`src/sv/fstt_pkg.sv`:
```
`timescale 1ns / 1ps
// Shared types and codes for the fixed-step timer table.
// No dependencies.
package fstt_pkg;
  localparam logic [1:0] OP_ADVANCE = 2'd0;
  localparam logic [1:0] OP_ADD_ONE = 2'd1;
  localparam logic [1:0] OP_ADD_PER = 2'd2;
  localparam logic [1:0] OP_CANCEL  = 2'd3;

  localparam logic [2:0] K_ADDED  = 3'd0;
  localparam logic [2:0] K_FULL   = 3'd1;
  localparam logic [2:0] K_CANCEL = 3'd2;
  localparam logic [2:0] K_FIRED  = 3'd3;
  localparam logic [2:0] K_PASS   = 3'd4;
  localparam logic [2:0] K_NOPASS = 3'd5;

  localparam int REM_W = 34;
  localparam int LAG_W = 40;

  typedef logic signed [REM_W-1:0] rem_t;

  // One slot entry as stored in memory.
  typedef struct packed {
    logic        periodic;
    rem_t        remaining;
    logic [31:0] period;
  } slot_ent_t;
endpackage

```
`src/sv/fstt_slot_mem.sv`:
```
`timescale 1ns / 1ps
// Slot entry memory: one write port, one registered read port.
// Depends on fstt_pkg.
module fstt_slot_mem
  import fstt_pkg::*;
#(
  parameter int DEPTH = 8,
  parameter int AW    = 3
) (
  input  logic            clk,
  input  logic            we,
  input  logic [AW-1:0]   waddr,
  input  slot_ent_t       wdata,
  input  logic [AW-1:0]   raddr,
  output slot_ent_t       rdata
);
  slot_ent_t mem [DEPTH];

  always_ff @(posedge clk) begin
    if (we) begin
      mem[waddr] <= wdata;
    end
    rdata <= mem[raddr];
  end
endmodule

```
`src/sv/fixed_step_timer_table_top.sv`:
```
`timescale 1ns / 1ps
// Fixed-step timer table: SLOTS one-shot/periodic timers driven by a lag accumulator.
// Uses fstt_pkg and fstt_slot_mem.
//
// Usage: pulse start with the item while busy is low. Adds take the lowest free
// slot and return a handle (kind added) or table full. Cancel frees all slots
// holding the handle. Advance adds elapsed time to the lag and runs up to
// MAX_PASSES passes of one tick each; each pass lists fired timers (one-shots
// first, then periodic, each by ascending handle, ties by slot) and ends with a
// pass-done result. An advance that runs no pass answers no-pass.
// Results appear for one cycle with out_valid; out_last marks the final one. The
// receiver cannot stall, so results are never held.
// Timing: add and cancel answer in the cycle after the transaction and never raise
// busy. An advance runs a closing step plus, per pass, a decrement of all entries
// through the memory, two empty scans (one per group) and a pass-done step; each
// fired timer adds a scan over the handle table and a read-modify-write step
// (written back only for periodic timers).
// The memory read port sets the pace: one entry per cycle.
// Reset clears valid bits, lag and handle counter; tick_length returns to 16.
// cfg_ready is high while idle.
module fixed_step_timer_table_top
  import fstt_pkg::*;
#(
  parameter int SLOTS       = 8,
  parameter int MAX_PASSES  = 3,
  parameter int HANDLE_BITS = 16
) (
  input  logic        clk,
  input  logic        rst_n,
  input  logic        start,
  output logic        busy,
  input  logic [1:0]  in_op,
  input  logic [31:0] in_elapsed_time,
  input  logic [31:0] in_delay,
  input  logic [15:0] in_cancel_handle,
  output logic        out_valid,
  output logic [2:0]  out_kind,
  output logic [15:0] out_handle,
  output logic [31:0] out_overshoot,
  output logic        out_last,
  input  logic        cfg_valid,
  output logic        cfg_ready,
  input  logic [31:0] cfg_data
);
  localparam int AW  = (SLOTS > 1) ? $clog2(SLOTS) : 1;
  localparam int CW  = $clog2(SLOTS + 1);
  localparam int PW  = $clog2(MAX_PASSES + 1);
  localparam int HB  = HANDLE_BITS;
  localparam logic [LAG_W-1:0] LAG_MAX = '1;
  localparam rem_t REM_MAX = {1'b0, {(REM_W-1){1'b1}}};
  localparam rem_t REM_MIN = {1'b1, {(REM_W-1){1'b0}}};

  localparam logic [3:0] S_IDLE  = 4'd0;
  localparam logic [3:0] S_ADV   = 4'd1;
  localparam logic [3:0] S_DEC   = 4'd2;
  localparam logic [3:0] S_SCAN  = 4'd3;
  localparam logic [3:0] S_FRD   = 4'd4;
  localparam logic [3:0] S_FWR   = 4'd5;
  localparam logic [3:0] S_PEND  = 4'd6;

  logic [3:0]        state_r;
  logic [31:0]       tick_r;
  logic [LAG_W-1:0]  lag_r;
  logic [HB-1:0]     next_h_r;
  logic [SLOTS-1:0]  valid_r;
  logic [SLOTS-1:0]  pend_r;        // expired and not yet reported this pass
  logic [SLOTS-1:0]  pper_r;        // periodic flag copy for ordering
  logic [HB-1:0]     hnd_r [SLOTS]; // handles, read at a scan index each cycle
  logic              grp_r;         // 0 one-shot group, 1 periodic group
  logic [PW-1:0]     passes_r;
  logic [CW-1:0]     idx_r;
  logic [AW-1:0]     best_r;
  logic              found_r;
  logic [31:0]       tick_use_r;

  // memory
  logic      we;
  logic [AW-1:0] waddr, raddr;
  slot_ent_t wdata, rdata;

  fstt_slot_mem #(.DEPTH(SLOTS), .AW(AW)) u_mem (
    .clk(clk), .we(we), .waddr(waddr), .wdata(wdata), .raddr(raddr), .rdata(rdata)
  );

  assign busy      = (state_r != S_IDLE);
  assign cfg_ready = !busy;

  // lowest free slot
  logic          has_free;
  logic [AW-1:0] free_idx;
  always_comb begin
    has_free = 1'b0;
    free_idx = '0;
    for (int i = SLOTS - 1; i >= 0; i--) begin
      if (!valid_r[i]) begin
        has_free = 1'b1;
        free_idx = AW'(i);
      end
    end
  end

  logic [HB-1:0] h_inc;
  assign h_inc = (next_h_r + HB'(1) == '0) ? HB'(1) : next_h_r + HB'(1);

  logic [LAG_W:0] lag_sum;
  assign lag_sum = {1'b0, lag_r} + {{(LAG_W-31){1'b0}}, in_elapsed_time};

  // decrement pipeline: idx_r addresses read, idx_r-1 is written
  logic [AW-1:0] widx;
  assign widx = AW'(idx_r - CW'(1));
  logic signed [REM_W:0] dec_v, add_v;
  assign dec_v = {rdata.remaining[REM_W-1], rdata.remaining}
               - $signed({3'b000, tick_use_r});
  assign add_v = {rdata.remaining[REM_W-1], rdata.remaining}
               + $signed({3'b000, rdata.period});
  rem_t dec_sat, add_sat;
  assign dec_sat = (dec_v < $signed({REM_MIN[REM_W-1], REM_MIN})) ? REM_MIN
                 : rem_t'(dec_v);
  assign add_sat = (add_v > $signed({1'b0, REM_MAX})) ? REM_MAX : rem_t'(add_v);

  logic [REM_W-1:0] neg_rem;
  assign neg_rem = -rdata.remaining;
  logic [31:0] over_sat;
  assign over_sat = (neg_rem[REM_W-1:32] != '0) ? 32'hFFFF_FFFF : neg_rem[31:0];

  logic [AW-1:0] sidx;
  assign sidx = idx_r[AW-1:0];
  logic cand;
  assign cand = pend_r[sidx] && (pper_r[sidx] == grp_r);

  always_comb begin
    we    = 1'b0;
    waddr = widx;
    wdata = rdata;
    raddr = sidx;
    case (state_r)
      S_IDLE: begin
        waddr = free_idx;
        wdata.periodic  = (in_op == OP_ADD_PER);
        wdata.remaining = rem_t'({2'b00, in_delay});
        wdata.period    = in_delay;
        we = start && (in_op == OP_ADD_ONE || in_op == OP_ADD_PER) && has_free;
      end
      S_DEC: begin
        wdata.remaining = dec_sat;
        we = (idx_r != '0) && valid_r[widx];
      end
      S_FRD: raddr = best_r;
      S_FWR: begin
        waddr = best_r;
        wdata.remaining = add_sat;
        we = grp_r;
      end
      default: ;
    endcase
  end

  always_ff @(posedge clk) begin
    if (!rst_n) begin
      state_r   <= S_IDLE;
      tick_r    <= 32'd16;
      lag_r     <= '0;
      next_h_r  <= '0;
      valid_r   <= '0;
      out_valid <= 1'b0;
    end else begin
      out_valid <= 1'b0;
      case (state_r)
        S_IDLE: begin
          if (cfg_valid) tick_r <= cfg_data;
          if (start) begin
            out_kind      <= K_CANCEL;
            out_handle    <= '0;
            out_overshoot <= '0;
            out_last      <= 1'b1;
            case (in_op)
              OP_ADVANCE: begin
                lag_r      <= lag_sum[LAG_W] ? LAG_MAX : lag_sum[LAG_W-1:0];
                tick_use_r <= (tick_r == '0) ? 32'd1 : tick_r;
                passes_r   <= '0;
                state_r    <= S_ADV;
              end
              OP_CANCEL: begin
                out_valid <= 1'b1;
                for (int i = 0; i < SLOTS; i++)
                  if (32'(hnd_r[i]) == 32'(in_cancel_handle))
                    valid_r[i] <= 1'b0;
              end
              default: begin
                out_valid <= 1'b1;
                if (has_free) begin
                  next_h_r         <= h_inc;
                  valid_r[free_idx] <= 1'b1;
                  hnd_r[free_idx]  <= h_inc;
                  pper_r[free_idx] <= (in_op == OP_ADD_PER);
                  out_kind         <= K_ADDED;
                  out_handle       <= 16'(h_inc);
                end else begin
                  out_kind <= K_FULL;
                end
              end
            endcase
          end
        end
        S_ADV: begin
          if (passes_r < PW'(MAX_PASSES) && lag_r >= {8'd0, tick_use_r}) begin
            lag_r   <= lag_r - {8'd0, tick_use_r};
            idx_r   <= '0;
            pend_r  <= '0;
            state_r <= S_DEC;
          end else begin
            if (passes_r == '0) begin
              out_valid     <= 1'b1;
              out_kind      <= K_NOPASS;
              out_handle    <= '0;
              out_overshoot <= '0;
              out_last      <= 1'b1;
            end
            state_r <= S_IDLE;
          end
        end
        S_DEC: begin
          if (idx_r != '0 && valid_r[widx] && dec_sat <= 0) pend_r[widx] <= 1'b1;
          if (idx_r == CW'(SLOTS)) begin
            idx_r   <= '0;
            grp_r   <= 1'b0;
            found_r <= 1'b0;
            state_r <= S_SCAN;
          end else begin
            idx_r <= idx_r + CW'(1);
          end
        end
        S_SCAN: begin
          if (idx_r == CW'(SLOTS)) begin
            if (found_r) begin
              state_r <= S_FRD;
            end else if (!grp_r) begin
              grp_r <= 1'b1;
              idx_r <= '0;
            end else begin
              state_r <= S_PEND;
            end
          end else begin
            if (cand && (!found_r || hnd_r[sidx] < hnd_r[best_r])) begin
              best_r  <= sidx;
              found_r <= 1'b1;
            end
            idx_r <= idx_r + CW'(1);
          end
        end
        S_FRD: state_r <= S_FWR;
        S_FWR: begin
          out_valid     <= 1'b1;
          out_kind      <= K_FIRED;
          out_handle    <= 16'(hnd_r[best_r]);
          out_overshoot <= over_sat;
          out_last      <= 1'b0;
          pend_r[best_r] <= 1'b0;
          if (!grp_r) valid_r[best_r] <= 1'b0;
          idx_r   <= '0;
          found_r <= 1'b0;
          state_r <= S_SCAN;
        end
        S_PEND: begin
          out_valid     <= 1'b1;
          out_kind      <= K_PASS;
          out_handle    <= '0;
          out_overshoot <= '0;
          out_last      <= !(passes_r + PW'(1) < PW'(MAX_PASSES) &&
                             lag_r >= {8'd0, tick_use_r});
          passes_r      <= passes_r + PW'(1);
          state_r       <= S_ADV;
        end
        default: state_r <= S_IDLE;
      endcase
    end
  end
endmodule

```
`config.mk`:
```
export PLATFORM = sky130hd
export DESIGN_NAME = fixed_step_timer_table_top
export DESIGN_NICKNAME = d
export VERILOG_FILES = /design/src/sv/fstt_pkg.sv /design/src/sv/fstt_slot_mem.sv /design/src/sv/fixed_step_timer_table_top.sv
export SDC_FILE = /design/constraint.sdc
export NUM_CORES = 2
export LEC_CHECK = 0
export BUFFER_PORTS_ARGS = -buffer_cell sky130_fd_sc_hd__buf_2
export CORE_UTILIZATION = 30
export CTS_BUF_LIST = sky130_fd_sc_hd__clkbuf_8
export CTS_CLUSTER_DIAMETER = 40
export CTS_CLUSTER_SIZE = 25
export DETAILED_ROUTE_END_ITERATION = 7
export MAX_ROUTING_LAYER = met4
export SYNTH_ARGS = -nofsm -noshare
export SYNTH_HDL_FRONTEND = slang
export SYNTH_SLANG_ARGS = --single-unit
```
`constraint.sdc`:
```
create_clock -name clk -period 16.4 [get_ports clk]
set_input_delay 2.46 -clock clk [delete_from_list [all_inputs] [get_ports clk]]
set_output_delay 2.46 -clock clk [all_outputs]
set_load 0.02 [all_outputs]
```
# [Yosys cells after proc, flatten, opt, wreduce, memory -nomap -nowiden]
# Memory sizes are Yosys's and may differ from the RTL's. A register that Yosys moved wholly into a read port is not among the register bits.
# Index checks and enable logic that the tools add are counted.
# W data, S select, Z words.
[word_totals] register_bits=212 ramBits=664 output_inout_bits=55 wordCells=275 mem_count=2
[classes] add_sub_neg=9 n_lt_le_gt_ge=14 eq_ne=44 n_mux=119 n_bitwise=7 n_reduce_logical=55
[memory_table] memory="u_mem.mem" depth=8 width=67 rd=1 rd_ports_with_merged_regs=1 wr=1 line_no="fstt_slot_mem.sv:17" text="slot_ent_t mem [DEPTH];"
[memory_table] memory="hnd_r" depth=8 width=16 rd=10 rd_ports_with_merged_regs=2 wr=1 line_no="fixed_step_timer_table_top.sv:68" text="logic [HB-1:0] hnd_r [SLOTS];"
[ops] cell="$mux W32" n=5
[ops] cell="$mux W40" n=4
[ops] cell="$eq A16 B16 Y1" n=8
[ops] cell="$pmux W32 S4" n=1
[ops] cell="$pmux W34 S3" n=1
[ops] cell="$mux W16" n=6
[ops] cell="$pmux W40 S2" n=1
[ops] cell="$mux W34" n=2
[ops] cell="$pmux W16 S4" n=1
[ops] cell="$reduce_and A6 Y1" n=8
[ops] cell="$mux W1" n=44
[ops] cell="$mux W4" n=11
[ops] cell="$mux W3" n=14
[ops] cell="$add A40 B32 Y41" n=1
[ops] cell="$ge A40 B32 Y1" n=1
[ops] cell="$mux W8" n=5
[ops] cell="$sub A40 B32 Y40" n=1
[ops] cell="$add A34 B33 Y35" n=1
[ops] cell="$gt A35 B34 Y1 const B" n=1
[ops] cell="$lt A35 B34 Y1 const B" n=1
[ops] cell="$sub A34 B33 Y35" n=1
[ops] cell="$le A34 B1 Y1 const B" n=1
[ops] cell="$neg A34 Y34" n=1
[ops] cell="$ne A3 B3 Y1 const B" n=11
[ops] cell="50 further kinds" n=117

# [Logic depth before layout (Yosys ltp)]
[depth] depth_word=17 mapped_depth=14 ltp_nobuf=14

# [Modules after synthesis]
# A second synthesis with hierarchy kept.
[unflattened] hier_cells=3780 hier_area_um2=48401.4
[by_module_without_submodules] mod="fixed_step_timer_table_top" instances=1 cells_per_inst=2926 area_per_inst_um2=26561.7 seq_area_each_um2=9298.9
[by_module_without_submodules] mod="fstt_slot_mem" instances=1 cells_per_inst=854 area_per_inst_um2=21839.7 seq_area_each_um2=17436.7

# [Least setup slack after synthesis]
# No wires, ideal clock.
[synth_timing] path_type="in2reg" start="input port in_op[0]" end="memory u_mem.mem[3][0] in the netlist's numbering, enable pin" t_arrival_ns=8.046 required_ns=15.829 path_slack_ns=7.783 path_stages=7 path_buffers=1 cell_sequence="inv_1 -> ha_1 -> and4_1 -> clkbuf_1 -> nor3b_1 -> or2_2 -> nor3_1"
[synth_between] elab_chain_cells=7 word_cells_on_any_way=8 classes_between="eq/ne (2); mux (3); reduce/logical (3)"
[synth_lines] item="start: declaration" line_no="fixed_step_timer_table_top.sv:32" text="input logic [1:0] in_op,"
[synth_lines] item="$eq A2 B1 Y1 / $eq A2 B2 Y1 (equally long branches)" line_no="fixed_step_timer_table_top.sv:142" text="we = start && (in_op == OP_ADD_ONE || in_op == OP_ADD_PER) && has_free;"
[synth_lines] item="$logic_or A1 B1 Y1 (*)" line_no="fixed_step_timer_table_top.sv:142"
[synth_lines] item="$logic_and A1 B1 Y1 (*) (2 in series)" line_no="fixed_step_timer_table_top.sv:142"
[synth_lines] item="$pmux W1 S3 (*)" line_no="fixed_step_timer_table_top.sv:136" text="case (state_r)"
[synth_lines] item="$mux W1 (*)" line_no="fstt_slot_mem.sv:20" text="if (we) begin"
[synth_lines] item="$mux W1 (not written as such) (*)" line_no="fstt_slot_mem.sv:21" text="mem[waddr] <= wdata;"
[synth_lines] item="end: declaration" line_no="fstt_slot_mem.sv:17"
# Mark *: on every way between the ends. The rest lies on a longest branch, timed or not.

# [Final worst setup path]
[layout_timing] start="input port in_op[1]" end="memory u_mem.mem[5][28] in the netlist's numbering, enable pin"
# Same word-level chain as after synthesis.

==> impl_metrics.csv <==
group,metric,value,unit
setup_path,critPathKind,"input pin to register",
detailed_routing,ant_nets,0,
setup_path,timing.rr.end,"u_mem.mem[3][61]",
global_route,grt_start_max_net_pins,199,
global_route,track_usage,19.0,%
sta,fin_ws,10.95,ns
hold_path,hp-class,"register to register",
setup_path,cp.required,16.90,ns
detailed_routing,drc_errors,1,
sta,fin_crit,5.45,ns
global_route,grt_pass1_wl,224,mm
cells_and_area,final_common_cell,"nand2_1",
flow_run,cap_viol_max_count,0,
setup_path,worst_setup_path_start_kind,"input pin",
global_route,antenna_found_initial,9,
run_status,status,"finished with violations",
sta,period_share,33.2,%
power,irDropWorstVdd,0.0000743,V
run_status,violations,"design-rule violations",
power,comb_power_share,34.8,%
clocking,htreeDepth,4,
global_route,overflow,0,
clocking,cts.sinks,939,
clocking,cts_setup_buffers,0,
clocking,clkTransAtPathRegs,0.08,ns
synthesis,ys_types,84,
clocking,cts.path.max_buffers,3,
clocking,clk_latency,0.90,ns
die,initial_core_util,30.2,%
synthesis,yosys_warnings,0,
sta,rsz0062_at_grt,"no",
detailed_routing,vias,36600,
die,rows,146,
hold_path,holdPathStages,0,
power,leakagePower,20.2,nW
die,die_x,401,um
die,die_h,401,um
detailed_routing,viasPerCell,5.36,
hold_path,min_from,"tick_r[19]",
placed_design,hpwl,103,mm
clocking,cts_root_buf,"clkbuf_8",
setup_path,crit_arrival,5.95,ns
sta,fin_setup_tns,0,ns
global_route,grt_pass1_vias,34600,
sta,fin_skew,0.0673,ns
sta,finalHoldViolCount,0,
hold_path,worstHoldEndpoint,"tick_use_r[19]",
synthesis,ys_seq_area_share,55.3,%
setup_path,path_max_fanout,42,
detailed_routing,drtIter0Drc,4068,
synthesis,syn_area,0.0479,mm^2
synthesis,synth-edff-count,767,
cells_and_area,nets,4913,
placed_design,post-place-ws,10.06,ns
clocking,cts_tree,"done",
power,pwr-share-clk,25.6,%
die,die-area,0.161,mm^2
setup_path,rrSetupSlack,11.03,ns
placed_design,port_buffers,172,
synthesis,ys_ff_latch,939,
die,core-area,0.158,mm^2
sta,setup_viol,0,
die,num_io_pins,173,
cells_and_area,layout_common_cells,"943 x nand2_1, 767 x edfxtp_1, 383 x nand3_1",
power,pwr-share-seq,39.6,%
power,power_density,156,mW/mm^2
sta,final_max_slew_viol_count,0,
setup_path,cp-end-kind,"register",
clocking,cts_buffers,131,
power,switching_share,39.5,%
clocking,holdBufCountCts,0,
cells_and_area,drive_gt1_share,12.7,%
cells_and_area,nFillCells,15800,
detailed_routing,drt-wirelength-per-cell,22.3,um
sta,worst_pin_slew,1.29,ns
power,intPower,5.11,mW
setup_path,r2r_cells,11,
synthesis,ys.flop_type,"edfxtp_1",
synthesis,avgSynthCellArea,10.5,um^2
detailed_routing,wl,152,mm
synthesis,synth_nets,4830,
placed_design,globalplace.congestion,0.951,
clocking,cts-resized-gates,0,
detailed_routing,drt_pass1_iterations,8,
synthesis,netlist_instances,4555,
cells_and_area,area_delta_synth_final,13.0,%
sta,relSlewSlack,13.7,%
setup_path,r2r_start,"u_mem.rdata[54]",
power,power_switching,3.34,mW
synthesis,ys_async_sr_fraction,0,%
sta,fmax,0.184,GHz
[worst max path at each step]
stage | depth (start not counted) | slack, ns | from | end
6_report | 8 | 10.95 | in_op[1] | u_mem.mem[5][28]
5_1_grt | 15 | 10.74 | in_elapsed_time[0] | lag_r[16]
3_3_place_gp | 8 | 10.13 | in_op[0] | u_mem.mem[5][2]
2_1_floorplan | 7 | 7.78 | in_op[0] | u_mem.mem[3][0]
4_1_cts | 8 | 11.02 | in_op[0] | u_mem.mem[5][40]
3_5_place_dp | 8 | 10.06 | in_op[0] | u_mem.mem[5][2]
[metrics by stage]
stage          util [%]  hold slack, ns  power (mW)  area, um^2  instances
3_5_place_dp       32.1           0.445        6.27       50900       6577
2_1_floorplan         -           0.446        5.27       47900       4555
6_report           34.1           0.455        8.44       54100       6828
3_3_place_gp       32.1           0.441        6.24       50900       6577
5_1_grt            34.1           0.474        8.84       54100       6825
4_1_cts            34.1           0.448        8.43       54000       6819
[routing by layer]
layer  global-route usage (%)  vias up  wire, um
li1                         -    16800         -
met1                     25.5    17900     65500
met2                     28.0     1614     67100
met3                     4.26      254     14900
met4                     6.68        0      4860
met5                        -        -         0
[power groups by stage]
stage	registers [mW]	logic (mW)	clock network [mW]
2_1_floorplan	3.29	1.98	0
6_report	3.35	2.94	2.16
3_5_place_dp	3.39	2.88	0
3_3_place_gp	3.38	2.85	0
4_1_cts	3.34	2.89	2.20
5_1_grt	3.36	3.19	2.29
[state kept, by name (all words and copies together) (netlist names), 16 cells and up, named ones only]
signal / flops
hnd_r: 128
out_handle: 16
tick_use_r: 32
tick_r: 32
next_h_r: 16
out_overshoot: 32
u_mem.rdata: 66
u_mem.mem: 528
lag_r: 40
[cell families (layout without fill, tap and decap cells)]
group                    Yosys count  count (layout)  share of synthesized area [%]
AO/OA/AOI/OAI                    867             867                           11.3
XOR/XNOR                         297             297                           5.43
adder cells (fa/ha/maj)          157             157                           4.17
buffers and inverters            395             587                           3.10
flip-flops                       939             939                           55.3
multiplexers                     112             112                           4.17
other                              0               9                              0
AND/OR/NAND/NOR                 1788            1788                           16.5
[cell usage after synthesis (19+ instances only)]
master    instances  area [um^2]
a221oi_1         26          228
dfxtp_1         172         3440
o211ai_1         23          173
a21o_1           76          571
or3_1            20          125
buf_1            39          146
nor3_1           43          215
a31oi_1          26          163
a21oi_1         261         1310
ha_1            153         1910
nand2b_1         20          125
xor2_1          103          902
xnor2_1         194         1700
nand2_1         945         3550
nand4_1          65          407
o21ai_0         242         1210
nand3_1         383         1920
clkbuf_1        247          927
o21a_1           23          173
mux2_2           21          236
and3_1           19          119
inv_1           106          398
mux2i_1          23          230
a211oi_1         24          180
nor4_1           29          181
nor2_1          190          713
edfxtp_1        767        23000
o22ai_1          23          144
mux4_2           68         1530
[final cells by class]
cell class | instances | area (um^2) | share of cell area [%]
multi-input combinational | 3221 | 20100 | 37.1
antenna | 9 | 22.5 | 0.0417
timing repair buffer | 238 | 1380 | 2.55
clock buffer | 140 | 1930 | 3.56
inverter | 107 | 402 | 0.743
clock inverter | 102 | 1200 | 2.22
tap | 2072 | 2590 | 4.79
sequential | 939 | 26500 | 49.0
[worst max-delay path, cell delays in order]
cell and delay, ns:
buf_2 0.10, inv_1 0.04, ha_1 0.50, and4_1 0.65
nor3b_1 0.16, or2_2 0.41, nor2_4 0.80, buf_4 0.76
(Power assumes the default switching activity.)
